**src/rtl/sptx_pkg.sv**
```systemverilog
`timescale 1ns / 1ps
// Shared types and codes for the SPI transmit packet ring allocator.
// No dependencies; every other file of the block imports this package.

package sptx_pkg;

    localparam int REQ_W    = 2;
    localparam int SIZE_W   = 11;
    localparam int STATUS_W = 3;
    localparam int INDEX_W  = 10;
    localparam int FRAME_W  = 2;

    // Request codes.
    localparam logic [REQ_W-1:0] REQ_LOAD     = 2'd0;
    localparam logic [REQ_W-1:0] REQ_START    = 2'd1;
    localparam logic [REQ_W-1:0] REQ_COMPLETE = 2'd2;

    // Result status codes.
    localparam logic [STATUS_W-1:0] ST_OK       = 3'd0;
    localparam logic [STATUS_W-1:0] ST_MISALIGN = 3'd1;
    localparam logic [STATUS_W-1:0] ST_QFULL    = 3'd2;
    localparam logic [STATUS_W-1:0] ST_NOSPACE  = 3'd3;
    localparam logic [STATUS_W-1:0] ST_NOCONTIG = 3'd4;
    localparam logic [STATUS_W-1:0] ST_BUSY     = 3'd5;
    localparam logic [STATUS_W-1:0] ST_EMPTY    = 3'd6;
    localparam logic [STATUS_W-1:0] ST_DMA_FAIL = 3'd7;

    typedef struct packed {
        logic [REQ_W-1:0]  req_type;
        logic [SIZE_W-1:0] packet_size;
        logic              dma_ok;
    } t_in_item;

    typedef struct packed {
        logic                accepted;
        logic [STATUS_W-1:0] status;
        logic [INDEX_W-1:0]  buffer_index;
        logic [SIZE_W-1:0]   packet_bytes;
        logic                chip_select;
    } t_out_item;

    // Commands from the controller to the datapath.
    typedef struct packed {
        logic capture;
        logic execute;
    } t_cmd;

endpackage

```
**src/rtl/sptx_ctrl.sv**
```systemverilog
`timescale 1ns / 1ps
// Request sequencer for the SPI transmit packet ring allocator.
// Depends on sptx_pkg for the command struct.

module sptx_ctrl (
    input  logic          i_clk,
    input  logic          i_rst_n,
    input  logic          i_in_valid,
    output logic          o_in_ready,
    output logic          o_out_valid,
    input  logic          i_out_ready,
    output sptx_pkg::t_cmd o_cmd
);
    import sptx_pkg::*;

    typedef enum logic [1:0] {
        S_IDLE = 2'b01,
        S_EXEC = 2'b10
    } t_state;

    t_state r_state, n_state;
    logic   r_out_valid, n_out_valid;
    logic   slot_free;

    assign slot_free   = !r_out_valid || i_out_ready;
    assign o_in_ready  = (r_state == S_IDLE);
    assign o_out_valid = r_out_valid;

    always_comb begin
        n_state       = r_state;
        n_out_valid   = r_out_valid && !i_out_ready;
        o_cmd.capture = 1'b0;
        o_cmd.execute = 1'b0;
        case (r_state)
            S_IDLE: begin
                if (i_in_valid) begin
                    o_cmd.capture = 1'b1;
                    n_state       = S_EXEC;
                end
            end
            S_EXEC: begin
                // The result register must be empty or emptying before the
                // request changes any state.
                if (slot_free) begin
                    o_cmd.execute = 1'b1;
                    n_out_valid   = 1'b1;
                    n_state       = S_IDLE;
                end
            end
            default: begin
                n_state = S_IDLE;
            end
        endcase
    end

    always_ff @(posedge i_clk) begin
        if (!i_rst_n) begin
            r_state     <= S_IDLE;
            r_out_valid <= 1'b0;
        end else begin
            r_state     <= n_state;
            r_out_valid <= n_out_valid;
        end
    end

endmodule

```
**src/rtl/sptx_dpath.sv**
```systemverilog
`timescale 1ns / 1ps
// Datapath of the SPI transmit packet ring allocator: ring pointers, byte
// counters, descriptor memory, request checks and the result register.
// Depends on sptx_pkg.

module sptx_dpath #(
    parameter int BUFFER_BYTES = 1024,
    parameter int QUEUE_DEPTH  = 8
) (
    input  logic                           i_clk,
    input  logic                           i_rst_n,
    input  logic                           i_cfg_we,
    input  logic [sptx_pkg::FRAME_W-1:0]   i_cfg_wdata,
    input  sptx_pkg::t_cmd                 i_cmd,
    input  sptx_pkg::t_in_item             i_in_data,
    output sptx_pkg::t_out_item            o_out_data
);
    import sptx_pkg::*;

    localparam int PW = $clog2(BUFFER_BYTES);
    localparam int CW = $clog2(BUFFER_BYTES + 1);
    localparam int SW = (CW > SIZE_W) ? CW : SIZE_W;
    localparam int HW = $clog2(QUEUE_DEPTH);
    localparam int NW = $clog2(QUEUE_DEPTH + 1);
    localparam logic [SW-1:0] BUF   = SW'(BUFFER_BYTES);
    localparam logic [NW-1:0] QD    = NW'(QUEUE_DEPTH);
    localparam logic [HW-1:0] QLAST = HW'(QUEUE_DEPTH - 1);

    typedef enum logic [2:0] {
        TXN_IDLE   = 3'b001,
        TXN_ACTIVE = 3'b010,
        TXN_ERROR  = 3'b100
    } t_txn;

    // Remainder by three from the bit counts at even and odd places.
    function automatic logic mod3_nonzero(input logic [SIZE_W-1:0] x);
        logic [4:0] t;
        t = '0;
        for (int i = 0; i < SIZE_W; i++) begin
            t = t + (i % 2 == 0 ? 5'd1 : 5'd2) * {4'd0, x[i]};
        end
        if (t >= 5'd12) t = t - 5'd12;
        if (t >= 5'd6)  t = t - 5'd6;
        if (t >= 5'd3)  t = t - 5'd3;
        return (t != 5'd0);
    endfunction

    logic [FRAME_W-1:0] r_frame_bytes;
    t_in_item           r_req;
    logic [PW-1:0]      r_wp, n_wp, r_rp, n_rp;
    logic [CW-1:0]      r_pend, n_pend, r_infl, n_infl;
    logic [HW-1:0]      r_head, n_head, r_tail, n_tail;
    logic [NW-1:0]      r_count, n_count;
    t_txn               r_txn, n_txn;
    t_out_item          r_out, n_out;

    logic [PW-1:0] r_mem_start [QUEUE_DEPTH];
    logic [CW-1:0] r_mem_size  [QUEUE_DEPTH];
    logic [PW-1:0] r_rd_start;
    logic [CW-1:0] r_rd_size;

    logic [SW-1:0] size_x, used, free_b, wp_x, rp_x, run_w, run_0;
    logic [SW-1:0] load_end, pop_end, start_x, pop_n, pend_x;
    logic          full, misalign, wrap, mem_we;
    logic [PW-1:0] start;
    logic [31:0]   idx_wide, bytes_wide;

    assign size_x = SW'(r_req.packet_size);
    assign used   = SW'(r_pend) + SW'(r_infl);
    assign full   = (used >= BUF);
    assign free_b = full ? '0 : BUF - used;
    assign wp_x   = SW'(r_wp);
    assign rp_x   = SW'(r_rp);
    assign run_w  = full ? '0 : ((wp_x < rp_x) ? rp_x - wp_x : BUF - wp_x);
    assign run_0  = full ? '0 : ((rp_x != '0) ? rp_x : BUF);
    assign start_x = SW'(start);
    assign load_end = start_x + size_x;
    assign pop_n    = SW'(r_rd_size);
    assign pop_end  = SW'(r_rd_start) + pop_n;
    assign pend_x   = SW'(r_pend);

    always_comb begin
        case (r_frame_bytes)
            2'd2:    misalign = r_req.packet_size[0];
            2'd3:    misalign = mod3_nonzero(r_req.packet_size);
            default: misalign = 1'b0;
        endcase
    end

    always_comb begin
        n_wp    = r_wp;
        n_rp    = r_rp;
        n_pend  = r_pend;
        n_infl  = r_infl;
        n_head  = r_head;
        n_tail  = r_tail;
        n_count = r_count;
        n_txn   = r_txn;
        n_out   = r_out;
        wrap    = 1'b0;
        mem_we  = 1'b0;
        start   = r_wp;
        idx_wide   = '0;
        bytes_wide = '0;
        if (i_cmd.execute) begin
            n_out.accepted = 1'b0;
            n_out.status   = ST_OK;
            case (r_req.req_type)
                REQ_LOAD: begin
                    if (r_req.packet_size == '0 || misalign) begin
                        n_out.status = ST_MISALIGN;
                    end else if (r_count >= QD) begin
                        n_out.status = ST_QFULL;
                    end else if (size_x > free_b) begin
                        n_out.status = ST_NOSPACE;
                    end else if (size_x > run_w) begin
                        if (r_wp < r_rp) begin
                            n_out.status = ST_NOCONTIG;
                        end else begin
                            // Move to the ring start; the write position stays
                            // there even when the run at zero is too short.
                            wrap  = 1'b1;
                            start = '0;
                            if (size_x > run_0) begin
                                n_out.status = ST_NOCONTIG;
                            end
                        end
                    end
                    if (wrap) begin
                        n_wp = '0;
                    end
                    if (n_out.status == ST_OK) begin
                        mem_we         = 1'b1;
                        n_out.accepted = 1'b1;
                        n_tail  = (r_tail == QLAST) ? '0 : r_tail + 1'b1;
                        n_count = r_count + 1'b1;
                        n_wp    = (load_end == BUF) ? '0 : PW'(load_end);
                        n_pend  = CW'(pend_x + size_x);
                        idx_wide = 32'(start);
                    end
                end
                REQ_START: begin
                    if (r_infl != '0 || r_txn != TXN_IDLE) begin
                        n_out.status = ST_BUSY;
                    end else if (r_count == '0) begin
                        n_out.status = ST_EMPTY;
                    end else begin
                        n_head  = (r_head == QLAST) ? '0 : r_head + 1'b1;
                        n_count = r_count - 1'b1;
                        n_pend  = (pend_x >= pop_n) ? CW'(pend_x - pop_n) : '0;
                        n_rp    = (pop_end == BUF) ? '0 : PW'(pop_end);
                        if (r_req.dma_ok) begin
                            n_infl         = r_rd_size;
                            n_txn          = TXN_ACTIVE;
                            n_out.accepted = 1'b1;
                            idx_wide       = 32'(r_rd_start);
                            bytes_wide     = 32'(r_rd_size);
                        end else begin
                            n_infl       = '0;
                            n_txn        = TXN_ERROR;
                            n_out.status = ST_DMA_FAIL;
                        end
                    end
                end
                REQ_COMPLETE: begin
                    n_infl         = '0;
                    n_txn          = TXN_IDLE;
                    n_out.accepted = 1'b1;
                end
                default: begin
                end
            endcase
            n_out.buffer_index = idx_wide[INDEX_W-1:0];
            n_out.packet_bytes = bytes_wide[SIZE_W-1:0];
            n_out.chip_select  = (n_txn == TXN_ACTIVE);
        end
    end

    always_ff @(posedge i_clk) begin
        if (!i_rst_n) begin
            r_frame_bytes <= FRAME_W'(1);
            r_wp    <= '0;
            r_rp    <= '0;
            r_pend  <= '0;
            r_infl  <= '0;
            r_head  <= '0;
            r_tail  <= '0;
            r_count <= '0;
            r_txn   <= TXN_IDLE;
        end else begin
            if (i_cfg_we) begin
                r_frame_bytes <= i_cfg_wdata;
            end
            r_wp    <= n_wp;
            r_rp    <= n_rp;
            r_pend  <= n_pend;
            r_infl  <= n_infl;
            r_head  <= n_head;
            r_tail  <= n_tail;
            r_count <= n_count;
            r_txn   <= n_txn;
        end
    end

    always_ff @(posedge i_clk) begin
        if (i_cmd.capture) begin
            r_req <= i_in_data;
        end
        r_out <= n_out;
    end

    // Descriptor memory. The head entry is read every cycle, so it is ready
    // by the time a captured request executes; only an executing load writes.
    always_ff @(posedge i_clk) begin
        if (mem_we) begin
            r_mem_start[r_tail] <= start;
            r_mem_size[r_tail]  <= CW'(size_x);
        end
        r_rd_start <= r_mem_start[r_head];
        r_rd_size  <= r_mem_size[r_head];
    end

    assign o_out_data = r_out;

endmodule

```
**src/rtl/spi_tx_packet_ring_allocator_unit.sv**
```systemverilog
`timescale 1ns / 1ps
// Top level of the SPI transmit packet ring allocator.
// Depends on sptx_pkg, sptx_ctrl and sptx_dpath.

// Each request (load, start next packet, transfer complete) yields exactly one
// result. A request is taken in the idle state and executed in the execute
// state, which waits for the output register; the controller handles one
// request at a time and the descriptor memory read of the queue head fills
// the time between. A finished result sits in the output register while the
// next request is taken, and execution waits only if that register is still
// full. The frame size register may be written whenever no request is in work.
// There is no clearing pass after reset.
module spi_tx_packet_ring_allocator_unit #(
    parameter int BUFFER_BYTES = 1024,
    parameter int QUEUE_DEPTH  = 8
) (
    input  logic                          i_clk,
    input  logic                          i_rst_n,
    input  logic                          i_cfg_we,
    input  logic [sptx_pkg::FRAME_W-1:0]  i_cfg_wdata,
    input  logic                          i_in_valid,
    output logic                          o_in_ready,
    input  sptx_pkg::t_in_item            i_in_data,
    output logic                          o_out_valid,
    input  logic                          i_out_ready,
    output sptx_pkg::t_out_item           o_out_data
);
    import sptx_pkg::*;

    t_cmd cmd;

    sptx_ctrl u_ctrl (
        .i_clk       (i_clk),
        .i_rst_n     (i_rst_n),
        .i_in_valid  (i_in_valid),
        .o_in_ready  (o_in_ready),
        .o_out_valid (o_out_valid),
        .i_out_ready (i_out_ready),
        .o_cmd       (cmd)
    );

    sptx_dpath #(
        .BUFFER_BYTES (BUFFER_BYTES),
        .QUEUE_DEPTH  (QUEUE_DEPTH)
    ) u_dpath (
        .i_clk       (i_clk),
        .i_rst_n     (i_rst_n),
        .i_cfg_we    (i_cfg_we),
        .i_cfg_wdata (i_cfg_wdata),
        .i_cmd       (cmd),
        .i_in_data   (i_in_data),
        .o_out_data  (o_out_data)
    );

endmodule
```
**config.mk**
```make
export PLATFORM = sky130hd
export DESIGN_NAME = spi_tx_packet_ring_allocator_unit
export DESIGN_NICKNAME = d
export VERILOG_FILES = /design/src/rtl/sptx_pkg.sv /design/src/rtl/sptx_ctrl.sv /design/src/rtl/sptx_dpath.sv /design/src/rtl/spi_tx_packet_ring_allocator_unit.sv
export SDC_FILE = /design/constraint.sdc
export NUM_CORES = 1
export LEC_CHECK = 0
export BUFFER_PORTS_ARGS = -buffer_cell sky130_fd_sc_hd__buf_4
export CAP_MARGIN = 20
export CELL_PAD_IN_SITES_DETAIL_PLACEMENT = 2
export CELL_PAD_IN_SITES_GLOBAL_PLACEMENT = 2
export CORE_MARGIN = 2
export CORE_UTILIZATION = 30
export CTS_BUF_LIST = sky130_fd_sc_hd__clkbuf_4
export CTS_CLUSTER_SIZE = 30
export DETAILED_ROUTE_END_ITERATION = 8
export GPL_TIMING_DRIVEN = 0
export PLACE_DENSITY_LB_ADDON = 0.3
export SYNTH_ARGS = -nofsm -noshare
export SYNTH_HDL_FRONTEND = slang
export SYNTH_HIERARCHICAL = 1
export SYNTH_SLANG_ARGS = --single-unit
```
**constraint.sdc**
```tcl
create_clock -name i_clk -period 14.84 [get_ports i_clk]
set_input_delay 1.484 -clock i_clk [delete_from_list [all_inputs] [get_ports i_clk]]
set_output_delay 1.484 -clock i_clk [all_outputs]
set_load 0.01 [all_outputs]
```
=== After elaboration in Yosys (flattened, before gate mapping) ===
Memory sizes are Yosys's and may differ from the RTL's. A register that Yosys moved wholly into a read port is not among the register bits.
Index checks and enable logic that the tools add are counted.
W data, S select, Z words.

* $add $sub $neg: 25
* Order comparisons: 11
* Equal/unequal tests: 17
* Mux-type cells: 85
* Bitwise gates (word level): 4
* Reductions and logical operators: 23

{| class="wikitable"
|+ Operators with widths
! operator !! number
|-
| $mux W10 || 15
|-
| $mux W11 || 12
|-
| $mux W3 || 17
|-
| $pmux W11 S2 || 2
|-
| $gt A11 B11 Y1 || 3
|-
| $mux W5 || 6
|-
| $add A5 B1 Y5 || 5
|-
| $add A10 B11 Y11 || 2
|-
| $add A11 B11 Y11 || 2
|-
| $eq A11 B11 Y1 const B || 2
|-
| $reduce_bool A11 Y1 || 2
|-
| $mux W1 || 21
|-
| $add A5 B2 Y5 || 4
|-
| $lt A10 B10 Y1 || 2
|-
| $pmux W10 S2 || 1
|-
| $mux W4 || 3
|-
| $pmux W3 S2 || 2
|-
| $ge A11 B11 Y1 || 1
|-
| $ge A11 B11 Y1 const B || 1
|-
| $logic_not A11 Y1 || 1
|-
| $sub A10 B10 Y11 || 1
|-
| $sub A11 B10 Y11 const A || 1
|-
| $sub A11 B11 Y11 || 1
|-
| $sub A11 B11 Y11 const A || 1
|-
| 37 further kinds || 57
|}

* Register bits after elaboration: 100
* Bits in writable memories: 168
* Input bits: 21
* Output and inout port bits: 28
* Word-level logic and storage cells: 186
* Memories kept: 2

{| class="wikitable"
|+ Memories
! memory !! depth !! width !! rd ports !! clocked after Yosys merged registers in !! wr ports !! RTL line !! text
|-
| u_dpath.r_mem_size || 8 || 11 || 1 || 1 || 1 || sptx_dpath.sv:58 || <nowiki>logic [CW-1:0] r_mem_size [QUEUE_DEPTH];</nowiki>
|-
| u_dpath.r_mem_start || 8 || 10 || 1 || 1 || 1 || sptx_dpath.sv:57 || <nowiki>logic [PW-1:0] r_mem_start [QUEUE_DEPTH];</nowiki>
|}

=== Longest topological paths before layout ===
Gate-level depths: netlist of run 1.

* Word-level depth: 31
* Gate-level depth with buffers: 38
* Depth with buffers taken out: 36

=== Hierarchy ===
Netlist of run 1, hierarchy kept.

{| class="wikitable"
|+ By module, submodules not included
! module !! times used !! cells each !! area an instance (um^2) !! seq. area each (um^2)
|-
| sptx_dpath || 1 || 1263 || 15272.1 || 7807.5
|-
| sptx_ctrl || 1 || 12 || 126.4 || 60.1
|}

=== Worst setup path after synthesis of run 1 ===
Ideal clock, no wire load.

* Path kind: reg-to-reg
* Start: reg u_dpath.r_req (netlist bit u_dpath/size_x[1])
* End: mem u_dpath/r_mem_size[0][0] in the netlist's numbering (enable)
* Library setup time: 0.460 ns
* Arrival: 8.517 ns
* Required time: 14.380 ns
* Slack: 5.863 ns
* Cell stages (with the launch flop): 27
* Path buffers: 2
* Period minus slack after synthesis: 8.977 ns
* Cells stage by stage: edfxtp_1 fa_1 fa_1 inv_1 fa_1 inv_1 ha_1 inv_1 fa_1 clkbuf_1 inv_1 ha_1 nor3b_1 o32ai_1 a311oi_1 and2_4 xnor2_1 ha_1 nor2_1 nor2b_1 a21o_1 a211oi_1 o41ai_4 nand3_4 nor3_4 buf_2 nor4b_1

* Longest elaborated chain between the ends: 31
* Elaborated cells on any way between the ends: 43
* Classes of those cells: add/sub: 13; order compare: 6; mux: 20; reduce/logical: 4

{| class="wikitable"
|+ Ends and longest elaborated chain
! what !! RTL line !! text
|-
| start, declared || sptx_dpath.sv:49 || <nowiki>t_in_item r_req;</nowiki>
|-
| start signal, assigned || sptx_dpath.sv:207 || <nowiki>r_req <= i_in_data;</nowiki>
|-
| $add A1 B2 Y3 || sptx_dpath.sv:40 || <nowiki>t = t + (i % 2 == 0 ? 5'd1 : 5'd2) * {4'd0, x[i]};</nowiki>
|-
| $add A5 B1 Y5 || sptx_dpath.sv:40 ||
|-
| $add A5 B2 Y5 || sptx_dpath.sv:40 ||
|-
| $add A5 B1 Y5 || sptx_dpath.sv:40 ||
|-
| $add A5 B2 Y5 || sptx_dpath.sv:40 ||
|-
| $add A5 B1 Y5 || sptx_dpath.sv:40 ||
|-
| $add A5 B2 Y5 || sptx_dpath.sv:40 ||
|-
| $add A5 B1 Y5 || sptx_dpath.sv:40 ||
|-
| (+15 left out) || - ||
|-
| $mux W3 * || sptx_dpath.sv:108 || <nowiki>case (r_req.req_type)</nowiki>
|-
| $mux W3 * || sptx_dpath.sv:105 || <nowiki>if (i_cmd.execute) begin</nowiki>
|-
| $logic_not A3 Y1 * || sptx_dpath.sv:132 || <nowiki>if (n_out.status == ST_OK) begin</nowiki>
|-
| $mux W1 * || sptx_dpath.sv:132 ||
|-
| $mux W1 * || sptx_dpath.sv:108 ||
|-
| $mux W1 * || sptx_dpath.sv:105 ||
|-
| $mux W1 * || sptx_dpath.sv:215 || <nowiki>if (mem_we) begin</nowiki>
|-
| $mux W1 (implied by the code) * || sptx_dpath.sv:217 || <nowiki>r_mem_size[r_tail] <= CW'(size_x);</nowiki>
|-
| end, declared || sptx_dpath.sv:58 ||
|}

Every way passes the cells marked *; elsewhere a longest branch is shown, timed or not. The select of a mux whose other input is x is not followed.

=== Final worst setup path of run 1 ===
* Start: reg u_dpath.r_req (netlist bit u_dpath/size_x[1])
* End: reg u_dpath.r_wp[9]

* Longest elaborated chain between the ends: 29
* Elaborated cells on any way between the ends: 56
* Classes of those cells: add/sub: 14; order compare: 6; eq/ne: 1; mux: 29; reduce/logical: 6

{| class="wikitable"
|+ Ends and longest elaborated chain
! what !! RTL line !! text
|-
| $add A1 B2 Y3 || sptx_dpath.sv:40 ||
|-
| $add A5 B1 Y5 || sptx_dpath.sv:40 ||
|-
| $add A5 B2 Y5 || sptx_dpath.sv:40 ||
|-
| $add A5 B1 Y5 || sptx_dpath.sv:40 ||
|-
| $add A5 B2 Y5 || sptx_dpath.sv:40 ||
|-
| $add A5 B1 Y5 || sptx_dpath.sv:40 ||
|-
| $add A5 B2 Y5 || sptx_dpath.sv:40 ||
|-
| $add A5 B1 Y5 || sptx_dpath.sv:40 ||
|-
| (+14 left out) || - ||
|-
| $mux W10 * || sptx_dpath.sv:110 || <nowiki>if (r_req.packet_size == '0 || misalign) begin</nowiki>
|-
| $mux W10 * || sptx_dpath.sv:108 ||
|-
| $mux W10 * || sptx_dpath.sv:105 ||
|-
| net u_dpath.start[1] || sptx_dpath.sv:65 || <nowiki>logic [PW-1:0] start;</nowiki>
|-
| $add A10 B11 Y11 * || sptx_dpath.sv:77 || <nowiki>assign load_end = start_x + size_x;</nowiki>
|-
| $eq A11 B11 Y1 || sptx_dpath.sv:137 || <nowiki>n_wp = (load_end == BUF) ? '0 : PW'(load_end);</nowiki>
|-
| $mux W10 * || sptx_dpath.sv:137 ||
|-
| $mux W10 * || sptx_dpath.sv:132 ||
|-
| end signal, assigned || sptx_dpath.sv:194 || <nowiki>r_wp <= n_wp;</nowiki>
|-
| end, declared || sptx_dpath.sv:50 || <nowiki>logic [PW-1:0] r_wp, n_wp, r_rp, n_rp;</nowiki>
|}

The timed path passes the listed nets; every way through them passes the cells marked *. The select of a mux whose other input is x is not followed.
A chain may end at the register's enable or synchronous reset.

==> results of run 1 <==
## area by class of cell
type | count | area [um^2]
repair buffers | 67 | 626
fillers | 5348 | 33000
clock inverters | 22 | 151
clock buffers | 124 | 931
inverters | 72 | 270
flip-flops and latches | 289 | 7870
multi-input cells | 871 | 7140
well taps | 680 | 851
plain buffers | 43 | 176
diodes | 2 | 5.00
## metal layers
layer | routed length, um | vias up | part of all wire, % | track usage, %
li1 | - | 5167 | - | -
met3 | 1650 | 81 | 3.3 | 3.40
met4 | 1280 | 0 | 2.5 | 6.59
met2 | 25300 | 181 | 50 | 33.7
met1 | 22500 | 5640 | 44 | 24.4
met5 | 0 | - | 0 | 0
## final timing paths
check,startpoint,depth (start not counted),end,slack [ns]
worst max-delay path,u_dpath/size_x[1],36,u_dpath/r_wp[9],4.47
worst min-delay path,u_dpath/r_infl[3],2,u_dpath/r_infl[3],0.49
worst max register to register,u_dpath/size_x[1],36,u_dpath/r_wp[9],4.47
worst min register to register,u_dpath/r_infl[3],2,u_dpath/r_infl[3],0.49
## where the power goes
part,internal (W),switching (W)
Combinational,0.000110,0.000179
Sequential,0.000867,0.0000183
Clock,0.000416,0.000357
## registers in the layout, summed over array words and instances, names as in the netlist, 3 cells and up
register	count
u_dpath/r_mem_size	88
u_dpath/r_mem_start	80
u_dpath/o_out_data	26
u_dpath/pend_x	11
u_dpath/pop_n	11
u_dpath/r_infl	11
u_dpath/size_x	11
u_dpath/r_rd_start	10
u_dpath/r_rp	10
u_dpath/r_wp	10
u_dpath/r_count	4
u_dpath/r_head	3
u_dpath/r_req	3
u_dpath/r_tail	3
u_dpath/r_txn	3
## cells by family after synthesis
group | after synthesis | synth area share [%]
mux | 77 | 8.60
xor+xnor | 60 | 3.41
compound gates | 269 | 11.8
simple gates | 339 | 11.3
fa+ha+maj | 126 | 10.9
flops | 289 | 51.1
buf+inv | 115 | 2.90
## stage by stage
stage               cell area (um^2)  power, W  hold slack, ns  setup slack, ns  cells
floorplan                      15400   0.00110           0.451             5.86   1275
global placement               16600   0.00118           0.471             2.10   2003
detailed placement             16900   0.00119           0.491             4.46   2020
CTS                            18000   0.00198           0.498             4.46   2166
global route                   18000   0.00205           0.518             3.69   2170
finish                         18000   0.00195           0.492             4.47   2170
## critical path: cells and delay by family (launching register included)
family / cells / cell delay, ns
flops: 1 / 1.12
buf+inv: 6 / 0.98
xor+xnor: 2 / 0.34
compound gates: 13 / 2.68
fa+ha+maj: 8 / 3.32
simple gates: 7 / 1.84
## cell usage in the layout (no fill, tap or decap), types with 18 or more instances in the layout
cell type / synthesis / layout
nor2b_1: 20 / 19
nor3_1: 31 / 30
clkbuf_4: 0 / 124
buf_4: 1 / 51
xnor2_1: 42 / 42
inv_1: 72 / 72
mux4_2: 42 / 42
clkbuf_1: 35 / 35
dfxtp_1: 81 / 81
ha_1: 113 / 113
a21o_1: 25 / 25
nor2_1: 62 / 61
nand2_1: 95 / 95
a21oi_1: 55 / 55
o21ai_0: 63 / 63
mux2_2: 22 / 22
nand3_1: 34 / 34
edfxtp_1: 208 / 208
xor2_1: 18 / 18
==> results_dict.tcl, run 1 <==
set metrics [dict create \
    outcome "finished clean" \
    die_area_um2 53200 \
    coreArea_um2 51000 \
    synth-edff-count 208 \
    via_per_inst 5.10 \
    clockBufferDepth 3 \
    track_usage_pct 19.4 \
    cts_setup_buffers 0 \
    cap_violations 0 \
    numCtsBuffers 82 \
    synth-main-ff-cell "edfxtp_1" \
    synth_seq_cells 289 \
    path_class "flop to flop" \
    final_max_slew_viol_count 0 \
    start_util_pct 30.2 \
    drtAntennaViolNets 0 \
    cts_sinks 289 \
    grt_pass1_vias 12324 \
    postCtsHoldBufs 0 \
    async_flop_share_pct 0 \
    ioPinCount 49 \
    cp_slowest_cell "edfxtp_1" \
    dr.pass1.iters 4 \
    peakVddDrop_mv 0.0588 \
    drt_iter0_drc 524 \
    fin_crit_ns 10.37 \
    die_x_um 231 \
    cts_resized 0 \
    synth_area_leaders "edfxtp_1 (41%), dfxtp_1 (11%), ha_1 (9.2%), mux4_2 (6.1%), xnor2_1 (2.4%)" \
    ys_types 78 \
    syn_nets 1422 \
    die_h_um 231 \
    syn_inst 1275 \
    tightest_slew_ns 1.17 \
    worst_setup_path_end_kind "flop" \
    io_buffers 48 \
    nNetsFinal 1573 \
    rows 83 \
    synth_area_um2 15400 \
    ys_seq_area_share_pct 51.1 \
    post-route-drc-count 0 \
    routabilityCongestion 0.806 \
    grt_max_degree 22 \
    leakage_nw 6.65 \
    antenna_found_initial 2 \
    drt_wl_total_um 50700 \
    rsz0062_at_grt "false" \
    slew_headroom_pct 22.3 \
    ys_top_cells_by_count "edfxtp_1 (208), ha_1 (113), nand2_1 (95)" \
    drive_gt1_share_pct 19.7 \
    vias 11069 \
    cp.arrival_ns 11.07 \
    root_buffer "clkbuf_4" \
    cts_tree "done" \
    wl_per_cell_um 23.4 \
    yosys.area.top_type_share_pct 40.6 \
    fmax_mhz 96.4 \
    cp_data_required_time_ns 15.53 \
    syn_area_per_cell_um2 12.1 \
    area_growth_pct 17.0 \
    fin_tns_setup_ns 0 \
    p_per_area_nw_per_um2 108 \
    yosysWarnings 6 \
    grt_overflow 0 \
    period_share_pct 69.9 \
    clk_latency_ns 0.81 \
    cp-start-kind "flop" \
    post-route-util_pct 35.3 \
    synth.largest_area_cell "edfxtp_1" \
    cp_slowest_stage_delay_ns 1.12 \
    grt_first_pass_wirelength_um 76600 \
    cts.clk_slew.worst_paths_ns 0.07 \
    htreeDepth 3 \
    hold_path.class "flop to flop" \
    hpwl_um 37100 \
    hold_violations 0 \
    skew_ns 0.0631 \
    synth_most_common_cell "edfxtp_1" \
    setup_violations 0 \
    path_max_fanout 16 \
]
No activity file was read; power rests on OpenSTA's default activity.
==> run 2, diff against run 1 <==
==> constraint.sdc (replaced) <==
create_clock -name i_clk -period 9.69 [get_ports i_clk]
set_input_delay 0.969 -clock i_clk [delete_from_list [all_inputs] [get_ports i_clk]]
set_output_delay 0.969 -clock i_clk [all_outputs]
set_load 0.01 [all_outputs]
==> results_dict.tcl, run 2 (same netlist as run 1, synthesis figures left out) <==
set metrics [dict create \
    outcome "finished clean" \
    instances_no_fill 2181 \
    peakVddDrop_mv 0.0896 \
    cp_slowest_stage_delay_ns 0.66 \
    via_per_inst 5.09 \
    drt_iter0_drc 604 \
    post-route-util_pct 35.6 \
    placedInstanceArea_um2 16900 \
    cp.arrival_ns 9.80 \
    dr_wl_met2_um 25500 \
    drt-met1-wl_um 22800 \
    path_max_fanout 10 \
    vias 11107 \
    drt_wl_total_um 51500 \
    final_cell_area_um2 18100 \
    hold_violations 0 \
    postCtsHoldBufs 0 \
    antenna_found_initial 2 \
    top_layer "met4" \
    fin_crit_ns 9.10 \
    power_w 0.00301 \
    period_share_pct 93.9 \
    die_area_um2 53200 \
    grt_max_degree 22 \
    hold_path.class "input pin to flop" \
    setup_violations 0 \
    critPathMostFrequentCell "inv_1" \
    rows 83 \
    area_growth_pct 17.8 \
    track_usage_pct 19.7 \
    final_cell_mix "edfxtp_1 (208), clkbuf_4 (124), ha_1 (112)" \
    clockBufferDepth 3 \
    path_class "flop to flop" \
    p_per_area_nw_per_um2 166 \
    ioPinCount 49 \
    io_buffers 48 \
    cp_num_buf_inv 5 \
    cp_data_required_time_ns 10.39 \
    cap_violations 0 \
    cts_sinks 289 \
    critical-path-top-delay-family "adder cells" \
    htreeDepth 3 \
    regMostFlops "u_dpath/r_mem_size" \
    cp_slowest_cell "fa_2" \
    nNetsFinal 1584 \
    grt_pass1_vias 12366 \
    die_x_um 231 \
    dr.pass1.iters 5 \
    post-route-drc-count 0 \
    final_common_cell "edfxtp_1" \
    dp_cells 2020 \
    coreArea_um2 51000 \
    final_max_slew_viol_count 0 \
    tightest_slew_ns 1.09 \
    slew_headroom_pct 26.9 \
    grt_overflow 0 \
    grt_first_pass_wirelength_um 77400 \
    largest_reg_flops 88 \
    routabilityCongestion 0.806 \
    root_buffer "clkbuf_4" \
    die_h_um 231 \
    leakage_nw 6.71 \
    hpwl_um 37100 \
    fmax_mhz 110 \
    drtAntennaViolNets 0 \
    cts.clk_slew.worst_paths_ns 0.07 \
    start_util_pct 30.2 \
    wl_per_cell_um 23.6 \
    numCtsBuffers 82 \
    cts_tree "done" \
    fin_tns_setup_ns 0 \
    clk_latency_ns 0.82 \
    dr_wl_met3_um 1860 \
    worst_setup_path_end_kind "flop" \
    drive_gt1_share_pct 20.6 \
    cp-start-kind "flop" \
    skew_ns 0.0638 \
]
run 2: cell count changes in the layout (fill, tap and decap cells not counted), sizes merged:
cell | previous run | this run
clkbuf | 159 | 158
buf | 74 | 86
run 2: layout make-up:
class	count	area (um^2)
Antenna cell	2	5.00
Buffer	42	175
Clock inverter	22	151
Timing Repair Buffer	79	716
Sequential cell	289	7870
Tap cell	680	851
Inverter	72	270
Fill cell	5340	32900
Multi-Input combinational cell	871	7170
Clock buffer	124	931
run 2: report_power, final:
group	switching [W]	leakage [nW]	internal (W)
registers	0.0000126	2.47	0.00133
logic	0.000302	3.60	0.000182
clock network	0.000548	0.639	0.000637
run 2: per-layer routing:
metal	global-route usage, %	vias to the layer above
met5	0	-
met4	6.67	0
met3	3.42	80
met2	34.0	187
met1	24.8	5649
li1	-	5191
run 2: worst paths after layout:
path,start,end,slack [ns],depth (start not counted)
worst min register to register,u_dpath/r_infl[3],u_dpath/r_infl[3],0.49,2
worst max register to register,u_dpath/size_x[1],u_dpath/r_wp[9],0.59,35
worst max-delay path,u_dpath/size_x[1],u_dpath/r_wp[9],0.59,35
worst min-delay path,i_in_data[1],u_dpath/size_x[0],0.34,1
run 2: timing repair:
action / CTS / global route
endpoints found under the setup margin: 10 / 10
hold endpoints to repair: 0 / 0
setup buffers: 8 / 4
pin swaps: 0 / 3
gates resized for setup: 1 / 6
gates cloned: 0 / 0
run 2: metrics by stage:
stage	worst slack, ns	hold slack (ns)
2_1_floorplan	0.713	0.451
3_3_place_gp	-3.05	0.471
3_5_place_dp	-0.689	0.491
4_1_cts	0.0674	0.253
5_1_grt	-0.0209	0.271
6_report	0.589	0.340
run 2: worst reg2reg max path: cells and delay by family (launching register included):
family | cells | cell delay [ns]
buffers and inverters | 5 | 0.55
XOR/XNOR | 2 | 0.34
adder cells (fa/ha/maj) | 8 | 3.42
flip-flops | 1 | 0.47
AO/OA/AOI/OAI | 13 | 2.62
AND/OR/NAND/NOR | 7 | 1.62
